<file path="config.mk">
export PLATFORM = sky130hd
export DESIGN_NAME = evpn_prefix_route_parser_unit_flat
export DESIGN_NICKNAME = d
export VERILOG_FILES = /design/src/rtl/epr_pkg.sv /design/src/rtl/epr_stream_if.sv /design/src/rtl/epr_cfg_regs.sv /design/src/rtl/epr_parser.sv /design/src/rtl/epr_word_ser.sv /design/src/rtl/evpn_prefix_route_parser_unit.sv /design/src/flat_wrapper.sv
export VERILOG_INCLUDE_DIRS = /design/src /design/src/rtl
export SDC_FILE = /design/constraint.sdc
export NUM_CORES = 2
export LEC_CHECK = 0
export ABC_AREA = 1
export BUFFER_PORTS_ARGS = -buffer_cell sky130_fd_sc_hd__buf_4
export CAP_MARGIN = 20
export CELL_PAD_IN_SITES_DETAIL_PLACEMENT = 2
export CELL_PAD_IN_SITES_GLOBAL_PLACEMENT = 2
export CORE_ASPECT_RATIO = 1.75
export CORE_MARGIN = 3
export CORE_UTILIZATION = 35
export DETAILED_ROUTE_END_ITERATION = 7
export MAX_ROUTING_LAYER = met4
export PLACE_DENSITY = 0.83
export SLEW_MARGIN = 10
export SYNTH_ARGS = -nofsm -noshare
export SYNTH_HDL_FRONTEND = slang
export SYNTH_SLANG_ARGS = --single-unit
</file>
<file path="constraint.sdc">
create_clock -name clk -period 11.9 [get_ports clk]
set_input_delay 2.38 -clock clk [delete_from_list [all_inputs] [get_ports clk]]
set_output_delay 2.38 -clock clk [all_outputs]
set_load 0.02 [all_outputs]
</file>
<file path="src/rtl/evpn_prefix_route_parser_unit_assert.svh">
// Assertion macros shared by the route parser RTL
`ifndef EVPN_PREFIX_ROUTE_PARSER_UNIT_ASSERT_SVH
`define EVPN_PREFIX_ROUTE_PARSER_UNIT_ASSERT_SVH

// Check cons in the same cycle as ante
`define EPR_ASSERT_NOW(lbl, ante, cons, msg) \
  lbl: assert property (@(posedge clk) disable iff (!rst_n) (ante) |-> (cons)) \
    else $error(msg);

// Check cons in the cycle after ante
`define EPR_ASSERT_NEXT(lbl, ante, cons, msg) \
  lbl: assert property (@(posedge clk) disable iff (!rst_n) (ante) |=> (cons)) \
    else $error(msg);

`endif

</file>
<file path="src/rtl/epr_pkg.sv">
// Types, codes and constants of the EVPN prefix route parser
package epr_pkg;

  localparam int CFG_AW = 1;
  localparam int CFG_DW = 32;
  localparam logic [CFG_AW-1:0] REG_PEER_EST = 1'd0;

  localparam logic [7:0] PREFIX_ROUTE_TYPE_DEF = 8'd5;

  localparam logic [7:0] MAX_PLEN   = 8'd128;
  localparam logic [7:0] V6_MIN_LEN = 8'd57;

  localparam logic [4:0] RD_BYTES    = 5'd8;
  localparam logic [4:0] ESI_BYTES   = 5'd10;
  localparam logic [4:0] TAG_BYTES   = 5'd4;
  localparam logic [4:0] LABEL_BYTES = 5'd3;
  localparam logic [4:0] ADDR_V6     = 5'd16;
  localparam logic [4:0] ADDR_V4     = 5'd4;

  typedef enum logic [2:0] {
    KIND_RD     = 3'd0,
    KIND_ESI_HI = 3'd1,
    KIND_ESI_LO = 3'd2,
    KIND_PFX_HI = 3'd3,
    KIND_PFX_LO = 3'd4,
    KIND_GW_HI  = 3'd5,
    KIND_GW_LO  = 3'd6,
    KIND_END    = 3'd7
  } kind_t;

  typedef enum logic [1:0] {
    ST_OK       = 2'd0,
    ST_TRUNC    = 2'd1,
    ST_BAD_PLEN = 2'd2
  } status_t;

  typedef struct packed {
    logic          has_route;
    logic          has_end;
    status_t       status;
    logic          withdraw;
    logic          ipv6;
    logic [7:0]    plen;
    logic [31:0]   tag;
    logic [23:0]   label;
    logic [63:0]   rd;
    logic [15:0]   esi_hi;
    logic [63:0]   esi_lo;
    logic [127:0]  pfx;
    logic [127:0]  gw;
  } epr_rec_t;

endpackage

</file>
<file path="src/rtl/epr_stream_if.sv">
// Valid/ready channel interfaces for NLRI bytes and result words
interface epr_in_if;
  logic       valid;
  logic       ready;
  logic [7:0] data_byte;
  logic       end_of_nlri;
  logic       withdraw_flag;

  modport source (output valid, data_byte, end_of_nlri, withdraw_flag, input ready);
  modport sink   (input valid, data_byte, end_of_nlri, withdraw_flag, output ready);
endinterface

interface epr_out_if;
  logic        valid;
  logic        ready;
  logic [2:0]  word_kind;
  logic [63:0] word_value;
  logic        is_withdraw;
  logic        is_ipv6;
  logic [7:0]  prefix_length;
  logic [31:0] ethernet_tag;
  logic [23:0] mpls_label;
  logic        last_word;
  logic [1:0]  parse_status;

  modport source (output valid, word_kind, word_value, is_withdraw, is_ipv6,
                  prefix_length, ethernet_tag, mpls_label, last_word, parse_status,
                  input ready);
  modport sink   (input valid, word_kind, word_value, is_withdraw, is_ipv6,
                  prefix_length, ethernet_tag, mpls_label, last_word, parse_status,
                  output ready);
endinterface

</file>
<file path="src/rtl/epr_cfg_regs.sv">
// APB-style configuration register bank
module epr_cfg_regs
  import epr_pkg::*;
(
  input  logic              clk,
  input  logic              rst_n,
  input  logic              cfg_psel,
  input  logic              cfg_penable,
  input  logic              cfg_pwrite,
  input  logic [CFG_AW-1:0] cfg_paddr,
  input  logic [CFG_DW-1:0] cfg_pwdata,
  output logic [CFG_DW-1:0] cfg_prdata,
  output logic              cfg_pready,
  output logic              peer_est
);

  logic peer_est_r;
  logic wr_en;

  assign cfg_pready = 1'b1;
  assign wr_en      = cfg_psel && cfg_penable && cfg_pwrite && cfg_pready;

  always_ff @(posedge clk) begin
    if (!rst_n) begin
      peer_est_r <= 1'b0;
    end else if (wr_en && cfg_paddr == REG_PEER_EST) begin
      peer_est_r <= cfg_pwdata[0];
    end
  end

  always_comb begin
    cfg_prdata = '0;
    if (cfg_paddr == REG_PEER_EST) begin
      cfg_prdata = {{(CFG_DW-1){1'b0}}, peer_est_r};
    end
  end

  assign peer_est = peer_est_r;

endmodule

</file>
<file path="src/rtl/epr_parser.sv">
// Input register and byte-wise route record parser
module epr_parser
  import epr_pkg::*;
#(
  parameter logic [7:0] PREFIX_ROUTE_TYPE = PREFIX_ROUTE_TYPE_DEF
) (
  input  logic     clk,
  input  logic     rst_n,
  input  logic     peer_est,
  epr_in_if.sink   in_if,
  input  logic     ser_free,
  output logic     rec_load,
  output epr_rec_t rec
);

  typedef enum logic [3:0] {
    PH_TYPE    = 4'd0,
    PH_LEN     = 4'd1,
    PH_SKIP    = 4'd2,
    PH_RD      = 4'd3,
    PH_ESI     = 4'd4,
    PH_TAG     = 4'd5,
    PH_PLEN    = 4'd6,
    PH_PREFIX  = 4'd7,
    PH_GW      = 4'd8,
    PH_LABEL   = 4'd9,
    PH_DISCARD = 4'd10
  } phase_t;

  logic          in_vld_r;
  logic [7:0]    byte_r;
  logic          end_r;
  logic          wd_r;

  phase_t        phase_r, phase_nxt, phase_mid;
  logic [4:0]    fbc_r, fbc_nxt, fbc_inc, addr_len;
  logic [7:0]    type_r, type_nxt;
  logic [7:0]    len_r, len_nxt;
  logic [63:0]   rd_r, rd_nxt;
  logic [79:0]   esi_r, esi_nxt;
  logic [31:0]   tag_r, tag_nxt;
  logic [7:0]    plen_r, plen_nxt;
  logic [127:0]  pfx_r, pfx_nxt;
  logic [127:0]  gw_r, gw_nxt;
  logic [23:0]   label_r, label_nxt;
  status_t       err_r, err_nxt, err_mid;
  logic          route_done;
  logic          ipv6;
  logic          gen;
  logic          consume;

  assign ipv6     = (len_r >= V6_MIN_LEN);
  assign addr_len = ipv6 ? ADDR_V6 : ADDR_V4;
  assign fbc_inc  = fbc_r + 5'd1;

  always_comb begin
    phase_nxt  = phase_r;
    fbc_nxt    = fbc_r;
    type_nxt   = type_r;
    len_nxt    = len_r;
    rd_nxt     = rd_r;
    esi_nxt    = esi_r;
    tag_nxt    = tag_r;
    plen_nxt   = plen_r;
    pfx_nxt    = pfx_r;
    gw_nxt     = gw_r;
    label_nxt  = label_r;
    err_nxt    = err_r;
    route_done = 1'b0;

    unique case (phase_r)
      PH_TYPE: begin
        fbc_nxt   = '0;
        rd_nxt    = '0;
        esi_nxt   = '0;
        tag_nxt   = '0;
        plen_nxt  = '0;
        pfx_nxt   = '0;
        gw_nxt    = '0;
        label_nxt = '0;
        type_nxt  = byte_r;
        phase_nxt = PH_LEN;
      end
      PH_LEN: begin
        len_nxt = byte_r;
        fbc_nxt = '0;
        if (type_r == PREFIX_ROUTE_TYPE) begin
          phase_nxt = PH_RD;
        end else begin
          phase_nxt = (byte_r == 8'd0) ? PH_TYPE : PH_SKIP;
        end
      end
      PH_SKIP: begin
        len_nxt = len_r - 8'd1;
        if (len_r == 8'd1) begin
          phase_nxt = PH_TYPE;
        end
      end
      PH_RD: begin
        rd_nxt  = {rd_r[55:0], byte_r};
        fbc_nxt = fbc_inc;
        if (fbc_inc >= RD_BYTES) begin
          fbc_nxt   = '0;
          phase_nxt = PH_ESI;
        end
      end
      PH_ESI: begin
        esi_nxt = {esi_r[71:0], byte_r};
        fbc_nxt = fbc_inc;
        if (fbc_inc >= ESI_BYTES) begin
          fbc_nxt   = '0;
          phase_nxt = PH_TAG;
        end
      end
      PH_TAG: begin
        tag_nxt = {tag_r[23:0], byte_r};
        fbc_nxt = fbc_inc;
        if (fbc_inc >= TAG_BYTES) begin
          fbc_nxt   = '0;
          phase_nxt = PH_PLEN;
        end
      end
      PH_PLEN: begin
        plen_nxt = byte_r;
        if (byte_r > MAX_PLEN) begin
          err_nxt   = ST_BAD_PLEN;
          phase_nxt = PH_DISCARD;
        end else begin
          phase_nxt = PH_PREFIX;
        end
      end
      PH_PREFIX: begin
        pfx_nxt = {pfx_r[119:0], byte_r};
        fbc_nxt = fbc_inc;
        if (fbc_inc >= addr_len) begin
          fbc_nxt   = '0;
          phase_nxt = PH_GW;
        end
      end
      PH_GW: begin
        gw_nxt  = {gw_r[119:0], byte_r};
        fbc_nxt = fbc_inc;
        if (fbc_inc >= addr_len) begin
          fbc_nxt   = '0;
          phase_nxt = PH_LABEL;
        end
      end
      PH_LABEL: begin
        label_nxt = {label_r[15:0], byte_r};
        fbc_nxt   = fbc_inc;
        if (fbc_inc >= LABEL_BYTES) begin
          fbc_nxt    = '0;
          route_done = 1'b1;
          phase_nxt  = PH_TYPE;
        end
      end
      default: begin
        phase_nxt = PH_DISCARD;
      end
    endcase

    phase_mid = phase_nxt;
    err_mid   = err_nxt;

    rec.has_route = route_done;
    rec.has_end   = end_r;
    rec.status    = (err_mid == ST_OK && phase_mid != PH_TYPE) ? ST_TRUNC : err_mid;
    rec.withdraw  = wd_r;
    rec.ipv6      = ipv6;
    rec.plen      = plen_nxt;
    rec.tag       = tag_nxt;
    rec.label     = label_nxt;
    rec.rd        = rd_nxt;
    rec.esi_hi    = esi_nxt[79:64];
    rec.esi_lo    = esi_nxt[63:0];
    rec.pfx       = pfx_nxt;
    rec.gw        = gw_nxt;

    if (end_r) begin
      phase_nxt = PH_TYPE;
      err_nxt   = ST_OK;
      type_nxt  = '0;
      len_nxt   = '0;
      fbc_nxt   = '0;
      rd_nxt    = '0;
      esi_nxt   = '0;
      tag_nxt   = '0;
      plen_nxt  = '0;
      pfx_nxt   = '0;
      gw_nxt    = '0;
      label_nxt = '0;
    end
  end

  assign gen         = peer_est && (route_done || end_r);
  assign consume     = in_vld_r && (!gen || ser_free);
  assign rec_load    = consume && gen;
  assign in_if.ready = !in_vld_r || consume;

  always_ff @(posedge clk) begin
    if (!rst_n) begin
      in_vld_r <= 1'b0;
      phase_r  <= PH_TYPE;
      fbc_r    <= '0;
      type_r   <= '0;
      len_r    <= '0;
      rd_r     <= '0;
      esi_r    <= '0;
      tag_r    <= '0;
      plen_r   <= '0;
      pfx_r    <= '0;
      gw_r     <= '0;
      label_r  <= '0;
      err_r    <= ST_OK;
    end else begin
      if (in_if.valid && in_if.ready) begin
        in_vld_r <= 1'b1;
      end else if (consume) begin
        in_vld_r <= 1'b0;
      end
      if (consume && peer_est) begin
        phase_r <= phase_nxt;
        fbc_r   <= fbc_nxt;
        type_r  <= type_nxt;
        len_r   <= len_nxt;
        rd_r    <= rd_nxt;
        esi_r   <= esi_nxt;
        tag_r   <= tag_nxt;
        plen_r  <= plen_nxt;
        pfx_r   <= pfx_nxt;
        gw_r    <= gw_nxt;
        label_r <= label_nxt;
        err_r   <= err_nxt;
      end
    end
  end

  always_ff @(posedge clk) begin
    if (in_if.valid && in_if.ready) begin
      byte_r <= in_if.data_byte;
      end_r  <= in_if.end_of_nlri;
      wd_r   <= in_if.withdraw_flag;
    end
  end

endmodule

</file>
<file path="src/rtl/epr_word_ser.sv">
// Result register that sends a route record as a run of words
module epr_word_ser
  import epr_pkg::*;
(
  input  logic     clk,
  input  logic     rst_n,
  input  logic     rec_load,
  input  epr_rec_t rec,
  output logic     ser_free,
  epr_out_if.source out_if
);

  epr_rec_t rec_r;
  logic     busy_r;
  kind_t    kind_r;
  logic     is_end;
  logic     xfer;
  logic     done;

  assign is_end   = (kind_r == KIND_END);
  assign xfer     = busy_r && out_if.ready;
  assign done     = xfer && (is_end || (kind_r == KIND_GW_LO && !rec_r.has_end));
  assign ser_free = !busy_r || done;

  always_ff @(posedge clk) begin
    if (!rst_n) begin
      busy_r <= 1'b0;
      kind_r <= KIND_RD;
    end else if (rec_load) begin
      busy_r <= 1'b1;
      kind_r <= rec.has_route ? KIND_RD : KIND_END;
    end else if (done) begin
      busy_r <= 1'b0;
    end else if (xfer) begin
      kind_r <= (kind_r == KIND_GW_LO) ? KIND_END : kind_t'(kind_r + 3'd1);
    end
  end

  always_ff @(posedge clk) begin
    if (rec_load) begin
      rec_r <= rec;
    end
  end

  always_comb begin
    case (kind_r)
      KIND_RD:     out_if.word_value = rec_r.rd;
      KIND_ESI_HI: out_if.word_value = {48'd0, rec_r.esi_hi};
      KIND_ESI_LO: out_if.word_value = rec_r.esi_lo;
      KIND_PFX_HI: out_if.word_value = rec_r.pfx[127:64];
      KIND_PFX_LO: out_if.word_value = rec_r.pfx[63:0];
      KIND_GW_HI:  out_if.word_value = rec_r.gw[127:64];
      KIND_GW_LO:  out_if.word_value = rec_r.gw[63:0];
      default:     out_if.word_value = '0;
    endcase
  end

  assign out_if.valid         = busy_r;
  assign out_if.word_kind     = kind_r;
  assign out_if.is_withdraw   = is_end ? 1'b0 : rec_r.withdraw;
  assign out_if.is_ipv6       = is_end ? 1'b0 : rec_r.ipv6;
  assign out_if.prefix_length = is_end ? 8'd0 : rec_r.plen;
  assign out_if.ethernet_tag  = is_end ? 32'd0 : rec_r.tag;
  assign out_if.mpls_label    = is_end ? 24'd0 : rec_r.label;
  assign out_if.last_word     = is_end || (kind_r == KIND_GW_LO);
  assign out_if.parse_status  = is_end ? rec_r.status : ST_OK;

endmodule

</file>
<file path="src/rtl/evpn_prefix_route_parser_unit.sv">
// Top level of the EVPN IP-prefix route parser
//
//  channel  | direction | transfer unit
//  ---------+-----------+-------------------------------------------
//  in_if    | in        | one NLRI byte with end and withdraw flags
//  out_if   | out       | one route or end word with route attributes
//  cfg_*    | in/out    | APB register access, peer_established
//
// A byte is taken each cycle unless stalled; one register stage precedes the parser.
// A route completion loads the word register and sends 7 or 8 words, one per cycle
// when out_if is ready; further bytes that yield no words keep flowing as it drains.
// A byte that yields words waits while an earlier run is still in the word register.
// Reset is synchronous; parser returns to the route type phase with no error.
`include "evpn_prefix_route_parser_unit_assert.svh"

module evpn_prefix_route_parser_unit
  import epr_pkg::*;
#(
  parameter logic [7:0] PREFIX_ROUTE_TYPE = PREFIX_ROUTE_TYPE_DEF
) (
  input  logic              clk,
  input  logic              rst_n,
  epr_in_if.sink            in_if,
  epr_out_if.source         out_if,
  input  logic              cfg_psel,
  input  logic              cfg_penable,
  input  logic              cfg_pwrite,
  input  logic [CFG_AW-1:0] cfg_paddr,
  input  logic [CFG_DW-1:0] cfg_pwdata,
  output logic [CFG_DW-1:0] cfg_prdata,
  output logic              cfg_pready
);

  logic     peer_est;
  logic     ser_free;
  logic     rec_load;
  epr_rec_t rec;

  epr_cfg_regs u_cfg (
    .clk         (clk),
    .rst_n       (rst_n),
    .cfg_psel    (cfg_psel),
    .cfg_penable (cfg_penable),
    .cfg_pwrite  (cfg_pwrite),
    .cfg_paddr   (cfg_paddr),
    .cfg_pwdata  (cfg_pwdata),
    .cfg_prdata  (cfg_prdata),
    .cfg_pready  (cfg_pready),
    .peer_est    (peer_est)
  );

  epr_parser #(
    .PREFIX_ROUTE_TYPE (PREFIX_ROUTE_TYPE)
  ) u_parser (
    .clk      (clk),
    .rst_n    (rst_n),
    .peer_est (peer_est),
    .in_if    (in_if),
    .ser_free (ser_free),
    .rec_load (rec_load),
    .rec      (rec)
  );

  epr_word_ser u_ser (
    .clk      (clk),
    .rst_n    (rst_n),
    .rec_load (rec_load),
    .rec      (rec),
    .ser_free (ser_free),
    .out_if   (out_if)
  );

  `EPR_ASSERT_NOW(a_end_is_last, out_if.valid && out_if.word_kind == KIND_END, out_if.last_word, "end word without last flag")

  `EPR_ASSERT_NEXT(a_run_advances, out_if.valid && out_if.ready && !out_if.last_word, out_if.valid && out_if.word_kind == $past(out_if.word_kind) + 3'd1, "route word run broken")

  `EPR_ASSERT_NOW(a_status_on_end, out_if.valid && out_if.word_kind != KIND_END, out_if.parse_status == ST_OK, "status on route word")

  `EPR_ASSERT_NEXT(a_load_when_free, rec_load && !ser_free, 1'b0, "word register overwritten")

endmodule
</file>
<file path="src/flat_wrapper.sv">
// flat-port wrapper written by rule: the top's interface ports become plain ports
module evpn_prefix_route_parser_unit_flat import epr_pkg::*;
#(
  parameter logic [7:0] PREFIX_ROUTE_TYPE = PREFIX_ROUTE_TYPE_DEF
)
  (clk, rst_n, cfg_psel, cfg_penable, cfg_pwrite, cfg_paddr, cfg_pwdata, cfg_prdata, cfg_pready, in_if_valid, in_if_data_byte, in_if_end_of_nlri, in_if_withdraw_flag, in_if_ready, out_if_valid, out_if_word_kind, out_if_word_value, out_if_is_withdraw, out_if_is_ipv6, out_if_prefix_length, out_if_ethernet_tag, out_if_mpls_label, out_if_last_word, out_if_parse_status, out_if_ready);
  epr_in_if in_if_i ();
  epr_out_if out_if_i ();
  input  logic clk;
  input  logic rst_n;
  input  logic cfg_psel;
  input  logic cfg_penable;
  input  logic cfg_pwrite;
  input  logic [CFG_AW-1:0] cfg_paddr;
  input  logic [CFG_DW-1:0] cfg_pwdata;
  output logic [CFG_DW-1:0] cfg_prdata;
  output logic cfg_pready;
  input wire logic [$bits(in_if_i.valid)-1:0] in_if_valid;
  input wire logic [$bits(in_if_i.data_byte)-1:0] in_if_data_byte;
  input wire logic [$bits(in_if_i.end_of_nlri)-1:0] in_if_end_of_nlri;
  input wire logic [$bits(in_if_i.withdraw_flag)-1:0] in_if_withdraw_flag;
  output wire logic [$bits(in_if_i.ready)-1:0] in_if_ready;
  output wire logic [$bits(out_if_i.valid)-1:0] out_if_valid;
  output wire logic [$bits(out_if_i.word_kind)-1:0] out_if_word_kind;
  output wire logic [$bits(out_if_i.word_value)-1:0] out_if_word_value;
  output wire logic [$bits(out_if_i.is_withdraw)-1:0] out_if_is_withdraw;
  output wire logic [$bits(out_if_i.is_ipv6)-1:0] out_if_is_ipv6;
  output wire logic [$bits(out_if_i.prefix_length)-1:0] out_if_prefix_length;
  output wire logic [$bits(out_if_i.ethernet_tag)-1:0] out_if_ethernet_tag;
  output wire logic [$bits(out_if_i.mpls_label)-1:0] out_if_mpls_label;
  output wire logic [$bits(out_if_i.last_word)-1:0] out_if_last_word;
  output wire logic [$bits(out_if_i.parse_status)-1:0] out_if_parse_status;
  input wire logic [$bits(out_if_i.ready)-1:0] out_if_ready;
  assign in_if_i.valid = in_if_valid;
  assign in_if_i.data_byte = in_if_data_byte;
  assign in_if_i.end_of_nlri = in_if_end_of_nlri;
  assign in_if_i.withdraw_flag = in_if_withdraw_flag;
  assign in_if_ready = in_if_i.ready;
  assign out_if_valid = out_if_i.valid;
  assign out_if_word_kind = out_if_i.word_kind;
  assign out_if_word_value = out_if_i.word_value;
  assign out_if_is_withdraw = out_if_i.is_withdraw;
  assign out_if_is_ipv6 = out_if_i.is_ipv6;
  assign out_if_prefix_length = out_if_i.prefix_length;
  assign out_if_ethernet_tag = out_if_i.ethernet_tag;
  assign out_if_mpls_label = out_if_i.mpls_label;
  assign out_if_last_word = out_if_i.last_word;
  assign out_if_parse_status = out_if_i.parse_status;
  assign out_if_i.ready = out_if_ready;
  evpn_prefix_route_parser_unit #(.PREFIX_ROUTE_TYPE(PREFIX_ROUTE_TYPE)) u_core (.clk(clk), .rst_n(rst_n), .in_if(in_if_i), .out_if(out_if_i), .cfg_psel(cfg_psel), .cfg_penable(cfg_penable), .cfg_pwrite(cfg_pwrite), .cfg_paddr(cfg_paddr), .cfg_pwdata(cfg_pwdata), .cfg_prdata(cfg_prdata), .cfg_pready(cfg_pready));
endmodule
</file>
-- Word level (Yosys, flattened, before mapping)
Index checks and enable logic that the tools add are counted.
- equality and inequality tests: 19
- add/sub/neg operators: 3
- reductions and logical operators: 39
- bitwise operators: 1
- magnitude comparators: 7
- multiplexer cells: 60
- operators with widths (operator ; number):
    128-bit one-hot mux with 2 select lines ; 2
    64-bit one-hot mux with 7 select lines ; 1
    128-bit 2-to-1 mux ; 2
    80-bit one-hot mux with 2 select lines ; 1
    64-bit one-hot mux with 2 select lines ; 1
    80-bit 2-to-1 mux ; 1
    32-bit 2-to-1 mux ; 2
    64-bit 2-to-1 mux ; 1
    32-bit one-hot mux with 2 select lines ; 1
    24-bit 2-to-1 mux ; 2
    24-bit one-hot mux with 2 select lines ; 1
    8-bit 2-to-1 mux ; 5
    4-bit one-hot mux with 10 select lines ; 1
    4-bit 2-to-1 mux ; 9
    5-bit 2-to-1 mux ; 7
    8-bit one-hot mux with 2 select lines ; 2
    5-bit one-hot mux with 6 select lines ; 1
    4-bit by 3-bit == test with 1-bit output (second input constant) ; 4
    3-bit 2-to-1 mux ; 5
    3-bit == test (second input constant) ; 4
    1-bit logical AND ; 12
    2-bit 2-to-1 mux ; 6
    5-bit by 4-bit greater-or-equal comparator with 1-bit output (second input constant) ; 2
    1-bit 2-to-1 mux ; 9
    29 further kinds ; 47
- output and inout port bits: 171
- logic and storage cells: 160
- input bits: 50
- bits in registers: 976

-- Longest topological paths before layout
- word-level depth: 12
- mapped depth: 19
- depth with buffers taken out: 19

-- By module
A second synthesis with hierarchy kept.
- cell total of the unflattened synthesis: 5798
- area total of the unflattened synthesis: 45912.8 µm²
- modules (own cells, without submodules) (module ; instances ; cells an instance ; area each (µm²) ; seq. area each (µm²)):
    epr_parser ; 1 ; 4446 ; 27325.0 ; 10149.7
    epr_word_ser ; 1 ; 1306 ; 18273.8 ; 14163.6
    epr_cfg_regs ; 1 ; 46 ; 314.1 ; 20.0

-- Least setup slack after synthesis
Ideal clock, no wire load.
- path kind: input -> register
- start point: input port out_if_ready
- end point: register u_core.u_ser.rec_r[0] in the netlist's numbering (enable)
- path buffers: 0
- data required time: 11.086 ns
- setup slack: -0.768 ns
- data arrival time: 11.854 ns
- setup time: 0.814 ns
- cell stages on the path: 6
- path through: o21ai_0 nand2_1 nor2_1 inv_1 nand3_1 inv_1
- cells in the longest elaborated chain, start to end: 6
- RTL lines (element ; line ; RTL):
    from (decl) ; flat_wrapper.sv:33 ; input wire logic [$bits(out_if_i.ready)-1:0] out_if_ready;
    1-bit logical AND ; epr_word_ser.sv:21 ; assign xfer = busy_r && out_if.ready;
    1-bit logical AND ; epr_word_ser.sv:22 ; assign done = xfer && (is_end || (kind_r == KIND_GW_LO && !rec_r.has_end));
    1-bit logical OR ; epr_word_ser.sv:23 ; assign ser_free = !busy_r || done;
    1-bit logical OR ; epr_parser.sv:196 ; assign consume = in_vld_r && (!gen || ser_free);
    1-bit logical AND ; epr_parser.sv:196 ;
    1-bit logical AND ; epr_parser.sv:197 ; assign rec_load = consume && gen;
    net u_core.rec_load ; evpn_prefix_route_parser_unit.sv:36 ; logic rec_load;
    to (signal assigned) ; epr_word_ser.sv:41 ; rec_r <= rec;
    to (decl) ; epr_word_ser.sv:13 ; epr_rec_t rec_r;
The timed path passes the listed nets, and every way through them passes these cells.
A chain may end at the register's enable or synchronous reset.

-- Worst setup path after layout
- start point: register u_core.u_ser.kind_r[0] (netlist: u_core.u_ser.out_if.word_kind[0])
- end point: output port out_if_word_value[14]
- cells in the longest elaborated chain, start to end: 2
- elaborated cells between the ends (all ways): 8
- classes of those cells: eq/ne (6); mux (1); reduce/logical (1)
- RTL lines (element ; line ; RTL):
    from (decl) ; epr_word_ser.sv:15 ; kind_t kind_r;
    from (signal assigned) ; epr_word_ser.sv:31 ; kind_r <= rec.has_route ? KIND_RD : KIND_END;
    from (signal assigned) ; epr_word_ser.sv:35 ; kind_r <= (kind_r == KIND_GW_LO) ? KIND_END : kind_t'(kind_r + 3'd1);
    3-bit == test, or another cell as far along ; epr_word_ser.sv:46 ; case (kind_r)
    64-bit one-hot mux with 7 select lines (*) ; epr_word_ser.sv:46 ;
    to (decl) ; flat_wrapper.sv:25 ; output wire logic [$bits(out_if_i.word_value)-1:0] out_if_word_value;
Every way passes the cells marked *; elsewhere a longest branch is shown, timed or not.

==> impl_results.md <==
* Fin Hold WS at 0.4339 ns
* Worst-path clk slew at 0.06 ns
* Postcts setup bufs at 0
* CP required at 9.52 ns
* Commonest non-fill, non-tap cells in the layout: nand2_1 (1272), inv_1 (547), dfxtp_1 (497)
* Vias at 33620
* CTS-repair resized insts at 0
* Busiest layer in global routing: met2
* EDFF count, synth at 479
* DRC Markers at 0
* Most frequent CP cell: buf_4
* Status: complete, no violations
* Final hold viol count at 0
* Initial antenna violation count at 6
* Routed Antenna Nets at 0
* FFs w/ async S/R, synth at 0
* Path depth of the worst reg2reg path at 13
* Slowest cell on the critical path: a221oi_1
* Crit-path max cell delay at 0.55 ns
* Clk_lat worst skew at 0.72 ns
* Met2 Usage GRT at 0.4400
* Yosys cell types at 36
* DR iter-0 viols at 2182
* Total design power at 0.006714 W
* Pin count of the biggest net entering global routing at 174
* Max Slew Vio Count at 0
* Post-route setup TNS at 0 ns
* Std-Cell Core Area at 0.1160 mm²
* Fmax at 140.7 MHz
* Worst Clk Skew at 0.05132 ns
* Worst Setup SP: u_core.u_ser.out_if.word_kind[0]
* Routed vias/inst at 5.450
* Cells after synthesis at 4592
* DR pass1 iterations at 5
* Ys flop type: dfxtp_1
* Period minus WS final at 7.106 ns
* Endpoints failing setup at 0
* GRT Total Usage at 0.2354
* Dpl hpwl at 87520 µm
* RSZ-0062 raised after global routing: false
* Setup crit end: out_if_word_value[14]
* Number of global-route vias before repair at 36620
* CTS max path bufs at 3
* H-tree levels at 3
* CP Launch Type: flop
* Ports at 221
* GR Overflow Total at 0
* Max Cap Violations at 0
* Die X at 264.7 µm
* M3 GR Usage at 0.02558
* Die Height at 458.8 µm
* Port Buffers at 157
* CTS Hold Bufs at 0
* Tightest Pin Transition at 1.123 ns
* CTS tree: yes
* Initial Util at 0.3534
* Post-place instance area at 0.04288 mm²
* Most common cell after layout, fill and taps aside: nand2_1
* Avg Cell Area, Syn at 8.930 µm²
* Peak VDD IR at 0.0001086 V
* Nature of the critical path endpoint: output port
* CTS Buf Count at 94
* Die ar. at 0.1215 mm²
* Cell Area, Synth at 0.04101 mm²
* Cell area after layout at 0.04600 mm²
* Post-Route WL at 141900 µm
* Share of cells above drive strength 1 at 0.08045
* Grt met1 use at 0.2584
* Worst hold-check path type: flop to flop
* Normalized max-slew margin at 0.2515
* Synth Register Bits at 976
* CTS sink cnt at 976
* Nets at 4642
* Synth warn at 0
* Crit path max fanout at 31
* First-pass GRT wire length at 217300 µm
* Routed len/inst at 23.00 µm
* Clock root cell: clkbuf_16
* Non-Filler Instances at 6169
* GPL Wtd Cong at 0.7897
* Arr. time, crit path at 4.73 ns
* Leak at 15.26 nW
* Sequential area share after synthesis at 0.5934
* Area growth, synth to finish at 12.19%
* Crit path kind: flop to output port
* Reg-to-reg slack, setup at 6.68 ns
* Period utilisation layout at 0.5971
* Inst Count DP at 5986
* Rows at 165
* End of the worst register-to-register path: u_core.u_parser.pfx_r[41]
* Power per cell area at 145.9 mW/mm²
* Critical-path cell list: inv_1 -> ha_1 -> nand2_1 -> buf_4 -> clkinv_2 -> buf_4 -> a22o_1 -> a221oi_1 -> nand4_1 -> buf_4
* Reg-to-reg startpoint: u_core.u_ser.out_if.word_kind[0]
[stage by stage]
| step | utilization | setup WS (ns) |
|---|---|---|
| global placement | 0.3696 | 5.657 |
| detailed placement | 0.3696 | 5.596 |
| floorplan | - | 1.369 |
| CTS | 0.3962 | 4.812 |
| finish | 0.3965 | 4.794 |
| global route | 0.3965 | 4.796 |
[how the worst min path moves through the flow]
stage                               startpoint                       to  slack [ns]  cells after the start
final                     u_core.u_parser.wd_r  u_core.u_ser.rec_r[465]        0.43                      0
after global routing      u_core.u_parser.wd_r  u_core.u_ser.rec_r[465]        0.45                      0
after CTS                 u_core.u_parser.wd_r  u_core.u_ser.rec_r[465]        0.44                      0
after detailed placement  u_core.u_parser.wd_r  u_core.u_ser.rec_r[465]        0.41                      0
after global placement    u_core.u_parser.wd_r  u_core.u_ser.rec_r[465]        0.41                      0
after floorplan           u_core.u_parser.wd_r  u_core.u_ser.rec_r[465]        0.40                      0
[where the power goes]
part	total (W)	switching [W]	internal (W)	leakage (nW)
sequential	0.00350	0.00000435	0.00350	9.06
clock	0.00306	0.00139	0.00167	1.52
combinational	0.000149	0.000125	0.0000242	4.68
total	0.00671	0.00152	0.00519	15.3
[flip-flops by register name, summed over array words and instances, names as in the netlist, 2 cells and up]
signal                         count
u_core.u_parser.tag_r             32
u_core.u_parser.label_r           24
u_core.u_parser.fbc_r              5
u_core.u_parser.type_r             8
u_core.u_ser.out_if.word_kind      3
u_core.u_parser.phase_r            4
u_core.u_parser.pfx_r            128
u_core.u_parser.rd_r              64
u_core.u_parser.len_r              8
u_core.u_parser.gw_r             128
u_core.u_parser.esi_r             80
u_core.u_parser.byte_r             8
u_core.u_parser.err_r              2
u_core.u_ser.rec_r               469
u_core.u_parser.plen_r             8
[cell type report]
class / instances / area [µm²]
antenna: 5 / 12.51
clock buffer: 131 / 2675
clock inverter: 46 / 411.6
fill: 12780 / 70020
inverter: 570 / 2155
multi-input combinational: 2732 / 12960
sequential: 976 / 24330
tap: 1503 / 1881
timing repair buffer: 206 / 1572
[cells in the mapped netlist, drive strengths merged (2+ instances only)]
master  count  area share
nand2    1282        0.12
inv       558       0.051
dfxtp     497        0.24
a21oi     485       0.059
edfxtp    479        0.35
o22ai     411       0.063
clkbuf    195       0.018
buf       149       0.024
nor2      141       0.013
nand3     125       0.015
o21ai     114       0.014
a221oi     64       0.014
nand4      29      0.0044
a22o       27      0.0058
clkinv     12      0.0011
ha         12      0.0037
conb        2     0.00018
nor3        2     0.00024
o21a        2     0.00037
[metal layers]
metal  wire, µm  part of all wire
met4       4203             0.030
met1      55670              0.39
met5          0                 0
met2      76980              0.54
met3       5022             0.035
[logic make-up after synthesis]
family / after synthesis / share of synthesized area
adders and majority gates: 12 / 0.003661
and+or+nand+nor: 1582 / 0.1519
AOI/OAI and AO/OA: 1105 / 0.1560
DFF: 976 / 0.5934
xor gates and xnor gates: 1 / 0.0002136
other: 2 / 0.0001831
buffers and inverters: 914 / 0.09456
[worst max-delay path: cells and delay by family, from the launching register on]
| family | cells | cell delay (ns) |
|---|---|---|
| and+or+nand+nor | 2 | 0.56 |
| adders and majority gates | 1 | 0.23 |
| buffers and inverters | 5 | 1.85 |
| AOI/OAI and AO/OA | 2 | 0.83 |
| DFF | 1 | 0.46 |
(Power assumes the default switching activity.)
